$ cat src/sv/mse_pkg.sv
// Shared types and codes for the multi-stack engine.
package mse_pkg;

  // Request codes carried on in_req_type
  typedef enum logic [1:0] {
    REQ_PUSH  = 2'd0,
    REQ_POP   = 2'd1,
    REQ_PEEK  = 2'd2,
    REQ_QUERY = 2'd3
  } req_t;

  // Result status codes carried on out_status
  typedef enum logic [1:0] {
    STS_OK    = 2'd0,
    STS_RANGE = 2'd1,
    STS_EMPTY = 2'd2,
    STS_FULL  = 2'd3
  } status_t;

  // Control sequencer states
  typedef enum logic {
    ST_IDLE = 1'b0,
    ST_LOAD = 1'b1
  } state_t;

  localparam int SEL_W  = 2;
  localparam int WORD_W = 32;
  localparam int CFG_W  = 3;
  localparam logic [CFG_W-1:0] CFG_RESET = 3'd3;

endpackage

$ cat src/sv/mse_store.sv
// Shared word store: one write port, one read port, registered read data.
module mse_store #(
  parameter int WORDS  = 64,
  parameter int ADDR_W = 6
) (
  input  logic                          clk,
  input  logic                          wr_en,
  input  logic [ADDR_W-1:0]             wr_addr,
  input  logic [mse_pkg::WORD_W-1:0]    wr_data,
  input  logic                          rd_en,
  input  logic [ADDR_W-1:0]             rd_addr,
  output logic [mse_pkg::WORD_W-1:0]    rd_data
);

  logic [mse_pkg::WORD_W-1:0] mem_r [WORDS];
  logic [mse_pkg::WORD_W-1:0] rd_data_r;

  always_ff @(posedge clk) begin
    if (wr_en) begin
      mem_r[wr_addr] <= wr_data;
    end
  end

  // hold the last read word until the next read
  always_ff @(posedge clk) begin
    if (rd_en) begin
      rd_data_r <= mem_r[rd_addr];
    end
  end

  assign rd_data = rd_data_r;

endmodule

$ cat src/sv/mse_fill.sv
// Per-stack fill counters, cleared by reset.
module mse_fill #(
  parameter int NUM    = 4,
  parameter int IDX_W  = 2,
  parameter int FILL_W = 5
) (
  input  logic              clk,
  input  logic              rst_n,
  input  logic [IDX_W-1:0]  rd_idx,
  output logic [FILL_W-1:0] rd_val,
  input  logic              wr_en,
  input  logic [IDX_W-1:0]  wr_idx,
  input  logic [FILL_W-1:0] wr_val
);

  logic [FILL_W-1:0] fill_r [NUM];

  always_ff @(posedge clk) begin
    if (!rst_n) begin
      for (int i = 0; i < NUM; i++) begin
        fill_r[i] <= '0;
      end
    end else if (wr_en) begin
      fill_r[wr_idx] <= wr_val;
    end
  end

  assign rd_val = fill_r[rd_idx];

endmodule

$ cat src/sv/multi_stack_engine_unit.sv
// Top level of the multi-stack engine: control, fill counters and word store.
//
//   channel | direction | handshake          | payload
//   in_     | input     | in_valid/in_stall   | req_type, stack_select, push_word
//   out_    | output    | out_valid/out_stall | read_word, status, empty_flag
//   cfg_    | input     | cfg_wr_en           | cfg_wr_data (stacks in use)
//
// Each request passes the idle state, which accepts it, reads the fill
// counter and issues the store access, then the load state, which loads the
// result register from the registered store read data. A result blocked by
// out_stall holds the unit in its load state. Reset is synchronous and
// clears fill counters, the sequencer and out_valid; the store itself is not cleared.
module multi_stack_engine_unit #(
  parameter int MAX_STACKS  = 4,
  parameter int STACK_DEPTH = 16
) (
  input  logic                               clk,
  input  logic                               rst_n,
  input  logic                               cfg_wr_en,
  input  logic [mse_pkg::CFG_W-1:0]          cfg_wr_data,
  input  logic                               in_valid,
  output logic                               in_stall,
  input  logic [1:0]                         in_req_type,
  input  logic [mse_pkg::SEL_W-1:0]          in_stack_select,
  input  logic signed [mse_pkg::WORD_W-1:0]  in_push_word,
  output logic                               out_valid,
  input  logic                               out_stall,
  output logic signed [mse_pkg::WORD_W-1:0]  out_read_word,
  output logic [1:0]                         out_status,
  output logic                               out_empty_flag
);

  // only stacks reachable through the select field get storage
  localparam int NUM_SEL = (MAX_STACKS < (1 << mse_pkg::SEL_W)) ?
                           MAX_STACKS : (1 << mse_pkg::SEL_W);
  localparam int IDX_W   = (NUM_SEL > 1) ? $clog2(NUM_SEL) : 1;
  localparam int WORDS   = NUM_SEL * STACK_DEPTH;
  localparam int ADDR_W  = (WORDS > 1) ? $clog2(WORDS) : 1;
  localparam int FILL_W  = $clog2(STACK_DEPTH + 1);

  mse_pkg::state_t state_r, state_nxt;

  logic [mse_pkg::CFG_W-1:0]  cfg_stacks_r;
  logic                       accept;
  logic                       load;
  logic [IDX_W-1:0]           sel_idx;
  logic                       in_range;
  logic [FILL_W-1:0]          fill_cur;
  logic [FILL_W-1:0]          fill_dec;
  logic                       fill_zero;
  logic                       fill_full;
  logic [ADDR_W-1:0]          base_addr;
  logic                       fill_we;
  logic [FILL_W-1:0]          fill_wval;
  logic                       mem_we;
  logic                       mem_re;
  logic [mse_pkg::WORD_W-1:0] mem_rdata;
  mse_pkg::status_t           sts_calc;
  logic                       empty_calc;

  mse_pkg::status_t           pend_status_r;
  logic                       pend_empty_r;
  logic                       pend_rd_r;
  logic                       out_valid_r;
  logic [mse_pkg::WORD_W-1:0] out_word_r;
  mse_pkg::status_t           out_status_r;
  logic                       out_empty_r;

  // configuration register
  always_ff @(posedge clk) begin
    if (!rst_n) begin
      cfg_stacks_r <= mse_pkg::CFG_RESET;
    end else if (cfg_wr_en) begin
      cfg_stacks_r <= cfg_wr_data;
    end
  end

  assign accept  = in_valid && !in_stall;
  assign sel_idx = in_stack_select[IDX_W-1:0];
  assign in_range = ({1'b0, in_stack_select} < cfg_stacks_r) &&
                    (32'(in_stack_select) < 32'(MAX_STACKS));

  mse_fill #(
    .NUM    (NUM_SEL),
    .IDX_W  (IDX_W),
    .FILL_W (FILL_W)
  ) u_fill (
    .clk    (clk),
    .rst_n  (rst_n),
    .rd_idx (sel_idx),
    .rd_val (fill_cur),
    .wr_en  (fill_we),
    .wr_idx (sel_idx),
    .wr_val (fill_wval)
  );

  assign fill_zero = (fill_cur == '0);
  assign fill_full = (fill_cur == FILL_W'(STACK_DEPTH));
  assign fill_dec  = fill_cur - FILL_W'(1);
  assign base_addr = ADDR_W'(32'(sel_idx) * STACK_DEPTH);

  // decode the request against the current fill
  always_comb begin
    sts_calc   = mse_pkg::STS_OK;
    empty_calc = 1'b0;
    fill_we    = 1'b0;
    fill_wval  = fill_cur;
    mem_we     = 1'b0;
    mem_re     = 1'b0;
    if (!in_range) begin
      sts_calc = mse_pkg::STS_RANGE;
    end else begin
      case (mse_pkg::req_t'(in_req_type))
        mse_pkg::REQ_PUSH: begin
          if (fill_full) begin
            sts_calc   = mse_pkg::STS_FULL;
            empty_calc = fill_zero;
          end else begin
            fill_we   = accept;
            fill_wval = fill_cur + FILL_W'(1);
            mem_we    = accept;
          end
        end
        mse_pkg::REQ_POP: begin
          if (fill_zero) begin
            sts_calc   = mse_pkg::STS_EMPTY;
            empty_calc = 1'b1;
          end else begin
            fill_we    = accept;
            fill_wval  = fill_dec;
            mem_re     = accept;
            empty_calc = (fill_dec == '0);
          end
        end
        mse_pkg::REQ_PEEK: begin
          if (fill_zero) begin
            sts_calc   = mse_pkg::STS_EMPTY;
            empty_calc = 1'b1;
          end else begin
            mem_re = accept;
          end
        end
        default: begin
          empty_calc = fill_zero;
        end
      endcase
    end
  end

  mse_store #(
    .WORDS  (WORDS),
    .ADDR_W (ADDR_W)
  ) u_store (
    .clk     (clk),
    .wr_en   (mem_we),
    .wr_addr (base_addr + ADDR_W'(fill_cur)),
    .wr_data (in_push_word),
    .rd_en   (mem_re),
    .rd_addr (base_addr + ADDR_W'(fill_dec)),
    .rd_data (mem_rdata)
  );

  // sequencer
  always_ff @(posedge clk) begin
    if (!rst_n) begin
      state_r <= mse_pkg::ST_IDLE;
    end else begin
      state_r <= state_nxt;
    end
  end

  always_comb begin
    state_nxt = state_r;
    in_stall  = 1'b1;
    load      = 1'b0;
    case (state_r)
      mse_pkg::ST_IDLE: begin
        in_stall = 1'b0;
        if (in_valid) begin
          state_nxt = mse_pkg::ST_LOAD;
        end
      end
      mse_pkg::ST_LOAD: begin
        // advance once the result register is free or being drained
        if (!out_valid_r || !out_stall) begin
          load      = 1'b1;
          state_nxt = mse_pkg::ST_IDLE;
        end
      end
      default: begin
        state_nxt = mse_pkg::ST_IDLE;
      end
    endcase
  end

  always_ff @(posedge clk) begin
    if (accept) begin
      pend_status_r <= sts_calc;
      pend_empty_r  <= empty_calc;
      pend_rd_r     <= mem_re;
    end
    if (load) begin
      out_word_r   <= pend_rd_r ? mem_rdata : '0;
      out_status_r <= pend_status_r;
      out_empty_r  <= pend_empty_r;
    end
  end

  always_ff @(posedge clk) begin
    if (!rst_n) begin
      out_valid_r <= 1'b0;
    end else if (load) begin
      out_valid_r <= 1'b1;
    end else if (!out_stall) begin
      out_valid_r <= 1'b0;
    end
  end

  assign out_valid      = out_valid_r;
  assign out_read_word  = $signed(out_word_r);
  assign out_status     = out_status_r;
  assign out_empty_flag = out_empty_r;

  a_accept_to_load: assert property (@(posedge clk) disable iff (!rst_n)
    accept |=> state_r == mse_pkg::ST_LOAD)
    else $error("accepted request did not move to load");

  a_range_result: assert property (@(posedge clk) disable iff (!rst_n)
    out_valid && out_status == mse_pkg::STS_RANGE |->
      !out_empty_flag && out_read_word == '0)
    else $error("range error result carries data");

  a_empty_result: assert property (@(posedge clk) disable iff (!rst_n)
    out_valid && out_status == mse_pkg::STS_EMPTY |-> out_empty_flag)
    else $error("empty status without empty flag");

  a_fill_bound: assert property (@(posedge clk) disable iff (!rst_n)
    accept && in_range |-> fill_cur <= FILL_W'(STACK_DEPTH))
    else $error("fill counter beyond stack depth");

endmodule

$ cat config.mk
export PLATFORM = sky130hd
export DESIGN_NAME = multi_stack_engine_unit
export DESIGN_NICKNAME = d
export VERILOG_FILES = /design/src/sv/mse_pkg.sv /design/src/sv/mse_store.sv /design/src/sv/mse_fill.sv /design/src/sv/multi_stack_engine_unit.sv
export SDC_FILE = /design/constraint.sdc
export NUM_CORES = 2
export LEC_CHECK = 0
export BUFFER_PORTS_ARGS = -buffer_cell sky130_fd_sc_hd__buf_2
export CORE_ASPECT_RATIO = 1.75
export CORE_MARGIN = 1
export CORE_UTILIZATION = 40
export DETAILED_ROUTE_END_ITERATION = 8
export HOLD_SLACK_MARGIN = 0.03
export SYNTH_ARGS = -nofsm -noshare
export SYNTH_HDL_FRONTEND = slang
export SYNTH_HIERARCHICAL = 1
export SYNTH_SLANG_ARGS = --single-unit
$ cat constraint.sdc
create_clock -name clk -period 8.4 [get_ports clk]
set_input_delay 1.26 -clock clk [delete_from_list [all_inputs] [get_ports clk]]
set_output_delay 1.26 -clock clk [all_outputs]
set_load 0.1 [all_outputs]
Yosys cells after proc, flatten, opt, wreduce, memory -nomap -nowiden --
Memory sizes are Yosys's and may differ from the RTL's. A register that Yosys moved wholly into a read port is not among the register bits. Index checks and enable logic that the tools add are counted.
Word-level totals: flip-flop bits (word level) 44, bits in writable memories 2068, bits of input ports 44, logic and storage cells 66, memories kept 2
Operators by class: add/subtract/negate cells 4, magnitude comparators 1, equal/unequal tests 4, mux-type cells 36, bitwise logic cells 1, reduce and logical (&&, ||, !) cells 9
Memories:
- u_store.mem_r | words 64, bits a word 32, rd ports 1, clocked after Yosys merged registers in 1, write ports 1, RTL line mse_store.sv:15 | logic [mse_pkg::WORD_W-1:0] mem_r [WORDS];
- u_fill.fill_r | words 4, bits a word 5, rd ports 1, clocked after Yosys merged registers in 0, write ports 4, RTL line mse_fill.sv:16 | logic [FILL_W-1:0] fill_r [NUM];
Operator list (count):
- $mux 1 | 24
- $mux 5 | 4
- $add 6x5->6 | 2
- $logic_not 5->1 | 2
- $pmux 5 s2 | 1
- $mux 2 | 3
- $add 5x1->5 const B | 1
- $eq 5x5->1 const B | 1
- $reduce_or 5->1 | 1
- $sub 5x1->5 const B | 1
- $pmux 1 s2 | 2
- $pmux 2 s2 | 1
- $lt 2x3->1 | 1
- $pmux 1 s3 | 1
- $eq 2x1->1 const B | 1
- $eq 2x2->1 const B | 1
- $logic_not 1->1 | 2
- $logic_not 2->1 | 1
- $ne 2x1->1 const B | 1
- $reduce_or 2->1 | 1
- $logic_and 1x1->1 | 1
- $logic_or 1x1->1 | 1
- $not 1->1 | 1

Longest topological paths before layout --
word-level depth 10, depth in mapped cells 16, mapped depth without buffers 13

Hierarchy --
Netlist, hierarchy kept.
Modules (own cells, without submodules):
- mse_store | times used 1, cells an instance 3324, area each 78835.6 um2
- multi_stack_engine_unit | times used 1, cells an instance 176, area each 2130.8 um2
- mse_fill | times used 1, cells an instance 66, area each 935.9 um2

Least setup slack after synthesis --
No wires, ideal clock.
path type input to register, start in in_stack_select[0] (netlist name), end mem u_store/mem_r[48][0] (netlist name), enable pin, setup time 0.461 ns, arrival 5.281 ns, setup slack 2.658 ns, cell stages on the path 10, cell sequence buf_6 -> mux4_2 -> inv_1 -> ha_1 -> nand4bb_1 -> nand2_1 -> nor2_1 -> nor2b_1 -> nand4b_1 -> nor3_1
On the way: word-level cells in the longest chain between the ends 7
Ends and longest elaborated chain:
- start: declaration | RTL line multi_stack_engine_unit.sv:24 | input logic [mse_pkg::SEL_W-1:0] in_stack_select,
- $mem_v2 4x5
- net fill_cur[0] | RTL line multi_stack_engine_unit.sv:48 | logic [FILL_W-1:0] fill_cur;
- $eq 5x5->1 | RTL line multi_stack_engine_unit.sv:98 | assign fill_full = (fill_cur == FILL_W'(STACK_DEPTH));
- $mux 1 | RTL line multi_stack_engine_unit.sv:115 | if (fill_full) begin
- $mux 1 | RTL line multi_stack_engine_unit.sv:113 | case (mse_pkg::req_t'(in_req_type))
- $mux 1 | RTL line multi_stack_engine_unit.sv:110 | if (!in_range) begin
- net mem_we | RTL line multi_stack_engine_unit.sv:55 | logic mem_we;
- $mux 1 | RTL line mse_store.sv:19 | if (wr_en) begin
- $mux 1 (implied by the code) | RTL line mse_store.sv:20 | mem_r[wr_addr] <= wr_data;
- end: declaration | RTL line mse_store.sv:15
The timed path passes the listed nets, and every way through them passes these cells.

Worst setup path in the final report --
start in in_stack_select[0] (netlist name), end reg u_store.rd_data_r (netlist bit u_store/rd_data[25]) (read register of u_store.mem_r) (data pin)
RTL lines:
- $mem_v2 4x5
- net fill_cur[0] | RTL line multi_stack_engine_unit.sv:48
- $sub 5x1->5 | RTL line multi_stack_engine_unit.sv:99 | assign fill_dec = fill_cur - FILL_W'(1);
- net fill_dec[0] | RTL line multi_stack_engine_unit.sv:49 | logic [FILL_W-1:0] fill_dec;
- $add 6x5->6 | RTL line multi_stack_engine_unit.sv:159 | .rd_addr (base_addr + ADDR_W'(fill_dec)),
- end: declaration | RTL line mse_store.sv:16 | logic [mse_pkg::WORD_W-1:0] rd_data_r;
The timed path passes the listed nets, and every way through them passes these cells. A chain may end at the register's enable or synchronous reset.

==> flow_metrics.py <==
metrics = {
    "logic_synthesis": {
        "synth_top_flop_cell": "edfxtp_1",
        "synth.top_cell.area_share_pct": 78.4,
        "yosysTopAreaCell": "edfxtp_1",
        "post_synth.cell_area_avg_um2": 23.0,
        "syn-num-nets": 3619,
        "ys_ff_latch": 2144,
        "yosysUniqueCellTypes": 55,
        "syn_area_um2": 81900,
        "seq_area_frac_synth_pct": 78.5,
        "synth.area.top_cells": "edfxtp_1 (78%), mux4_2 (15%), mux2i_1 (1.2%)",
        "syn_inst": 3566,
        "synth_warnings": 6,
        "synth_edf_count": 2139,
        "async_flop_share_pct": 0,
    },
    "floorplan": {
        "fp.dieW_um": 344,
        "core.rowCount": 219,
        "dieArea_um2": 207000,
        "pin_count": 81,
        "initial_utilization_pct": 40.3,
        "core_um2": 203000,
        "die_h_um": 601,
    },
    "global_route": {
        "grt_max_degree": 106,
        "grt_pass1_vias": 39400,
        "grt_first_pass_wirelength_um": 305000,
        "gr-usage-all-layers_pct": 21.1,
        "antenna_found_initial": 16,
        "grt_overflow_total": 0,
    },
    "detailed_routing": {
        "vias": 38600,
        "drc": 0,
        "dr.pass1.iters": 7,
        "ant_nets": 0,
        "drt_wl_total_um": 218000,
        "drt_iter0_markers": 4381,
        "drt-wirelength-per-cell_um": 33.3,
        "viasPerCell": 5.88,
    },
    "min_path": {
        "hp-class": "flop to flop",
    },
    "placed_design": {
        "place.gp.congestion": 0.858,
        "placed_cells": 6233,
        "dp_hpwl_um": 129000,
        "port_buffers": 80,
    },
    "cts": {
        "cts_buffer_depth": 4,
        "cts_setup_buffers": 0,
        "cts-resized-gates": 0,
        "clkLatencyLatePin_ns": 0.83,
        "cts_hold_buf": 0,
        "cts_tree": "yes",
        "cts_sinks": 2144,
        "cts_root_buf": "clkbuf_16",
        "cts_inserted_buffers": 182,
        "cts.clk_slew.worst_paths_ns": 0.07,
        "htree_levels": 4,
    },
    "critical_path": {
        "worst-path-buf-inv": 2,
        "arrival_ns": 7.45,
        "criticalPathCategory": "input pin to flop",
        "path_cells": "buf_2 > mux4_2 > inv_8 > ha_1 > or3b_2 > nand2_1 > nand2_1 > ha_1 > xor2_2 > nand3b_1 > o221ai_1 > a21oi_1 > a21oi_1 > nor2_1",
        "cp_slowest_cell": "a21oi_1",
        "critPathRequiredTime_ns": 8.90,
        "crit_fanout": 46,
        "start_kind": "input pin",
        "cp_slowest_stage_delay_ns": 1.02,
        "worstSetupEndpointType": "flop",
        "cpLargestDelayFamily": "simple AND/OR/NAND/NOR gates",
    },
    "power": {
        "total_power_uw": 22900,
        "ir_drop_uv": 177,
        "p_leak_uw": 0.0285,
        "power_density_nw_per_um2": 249,
    },
    "final_layout": {
        "drive_above_1_share_pct": 28.0,
        "regArea_um2": 64300,
        "fillers": 16900,
        "layout_commonest_cell": "edfxtp_1",
        "nets": 3818,
        "syn2layout_area_growth_pct": 12.3,
        "multi_input_area_um2": 17100,
        "finalNonFillerCells": 6560,
        "layout.cells.most_common_list": "edfxtp_1 (2139), mux4_2 (549), clkbuf_16 (189)",
    },
    "sta": {
        "skew_ns": 0.0330,
        "relSlewSlack_pct": 11.9,
        "max_freq_ghz": 0.144,
        "period_share_pct": 82.8,
        "fin_tns_setup_ns": 0,
        "worst_slew_pin_slew_ns": 1.32,
        "whs_ns": 0.427,
        "hold_viol": 0,
        "finalSetupViolCount": 0,
        "maxSlewViolCount": 0,
        "fin_crit_ns": 6.96,
        "rsz0062_at_grt": "no",
    },
    "job": {
        "maxCapViolations": 0,
    },
    "run_status": {
        "outcome": "finished, final reports clean",
    },
}
==> flip-flops by register name, indices dropped and copies added, names as in the netlist <==
signal / cells
u_store/mem_r: 2048
out_read_word: 32
u_store/rd_data: 32
u_fill/fill_r: 20
cfg_stacks_r: 3
out_status: 2
pend_status_r: 2
out_empty_flag: 1
out_valid: 1
pend_empty_r: 1
pend_rd_r: 1
state_r: 1
==> layer usage <==
layer / track usage, % / wire length [µm]
met1: 26.7 / 80500
met2: 36.8 / 114000
met3: 2.73 / 14300
met4: 8.12 / 9190
met5: 0 / 69
==> path summary, 6_finish.rpt <==
check                                          from                  end  slack [ns]  cells past startpoint
worst max-delay path             in_stack_select[0]  u_store/rd_data[25]        1.44                     14
worst max register to register  u_fill/fill_r[0][0]  u_store/rd_data[25]        1.91                     13
worst min-delay path               pend_status_r[1]        out_status[1]        0.43                      0
worst min register to register     pend_status_r[1]        out_status[1]        0.43                      0
==> synth_stat cells (3+ instances only) <==
cell type	number
edfxtp_1	2139
mux4_2	549
nor2_1	153
mux2i_1	97
o22ai_1	85
clkbuf_1	79
a21oi_1	66
buf_2	61
nand2_1	40
and2_1	34
o221ai_1	27
buf_4	26
buf_1	21
nor2b_1	20
inv_1	13
nand2b_1	13
a22oi_1	12
nor3_1	11
nand3_1	10
ha_1	9
a311oi_1	8
and3_1	8
buf_6	8
nand3b_1	7
o21ai_0	7
dfxtp_1	5
o32ai_1	5
a41o_1	4
nor2_2	4
or3b_2	4
xor2_1	4
nor4_1	3
or3_1	3
==> area by class of cell <==
class	instances	share of cell area (%)
Tap cell	2652	3.61
Inverter	13	0.0694
Timing Repair Buffer	210	1.58
Sequential cell	2144	70.0
Multi-Input combinational cell	1214	18.6
Antenna cell	8	0.0218
Clock inverter	90	0.799
Clock buffer	229	5.34
==> power breakdown <==
group	leakage, µW	internal [µW]	switching [µW]
Clock	0.00277	4510	3750
Combinational	0.00640	970	1840
Sequential	0.0193	11800	30.6
==> metrics by stage <==
stage               instance area (µm²)  worst slack [ns]  util (%)
floorplan                         81900              2.66         -
global placement                  86300             0.831      42.4
detailed placement                86300             0.759      42.4
CTS                               91900              1.63      45.2
global route                      91900              1.44      45.2
finish                            91900              1.44      45.2
==> cell families (layout without fill, tap and decap cells) <==
kind of cell / count (synthesis) / count (layout) / synth area share, %
flip-flops: 2144 / 2144 / 78.5
multiplexers: 646 / 646 / 16.3
AND/OR/NAND/NOR: 324 / 324 / 1.91
AO/OA/AOI/OAI: 231 / 231 / 1.84
buffers and inverters: 208 / 542 / 1.24
adder cells (fa/ha/maj): 9 / 9 / 0.137
XOR/XNOR: 4 / 4 / 0.0428
other: 0 / 8 / 0
No activity file was read; power rests on OpenSTA's default activity.
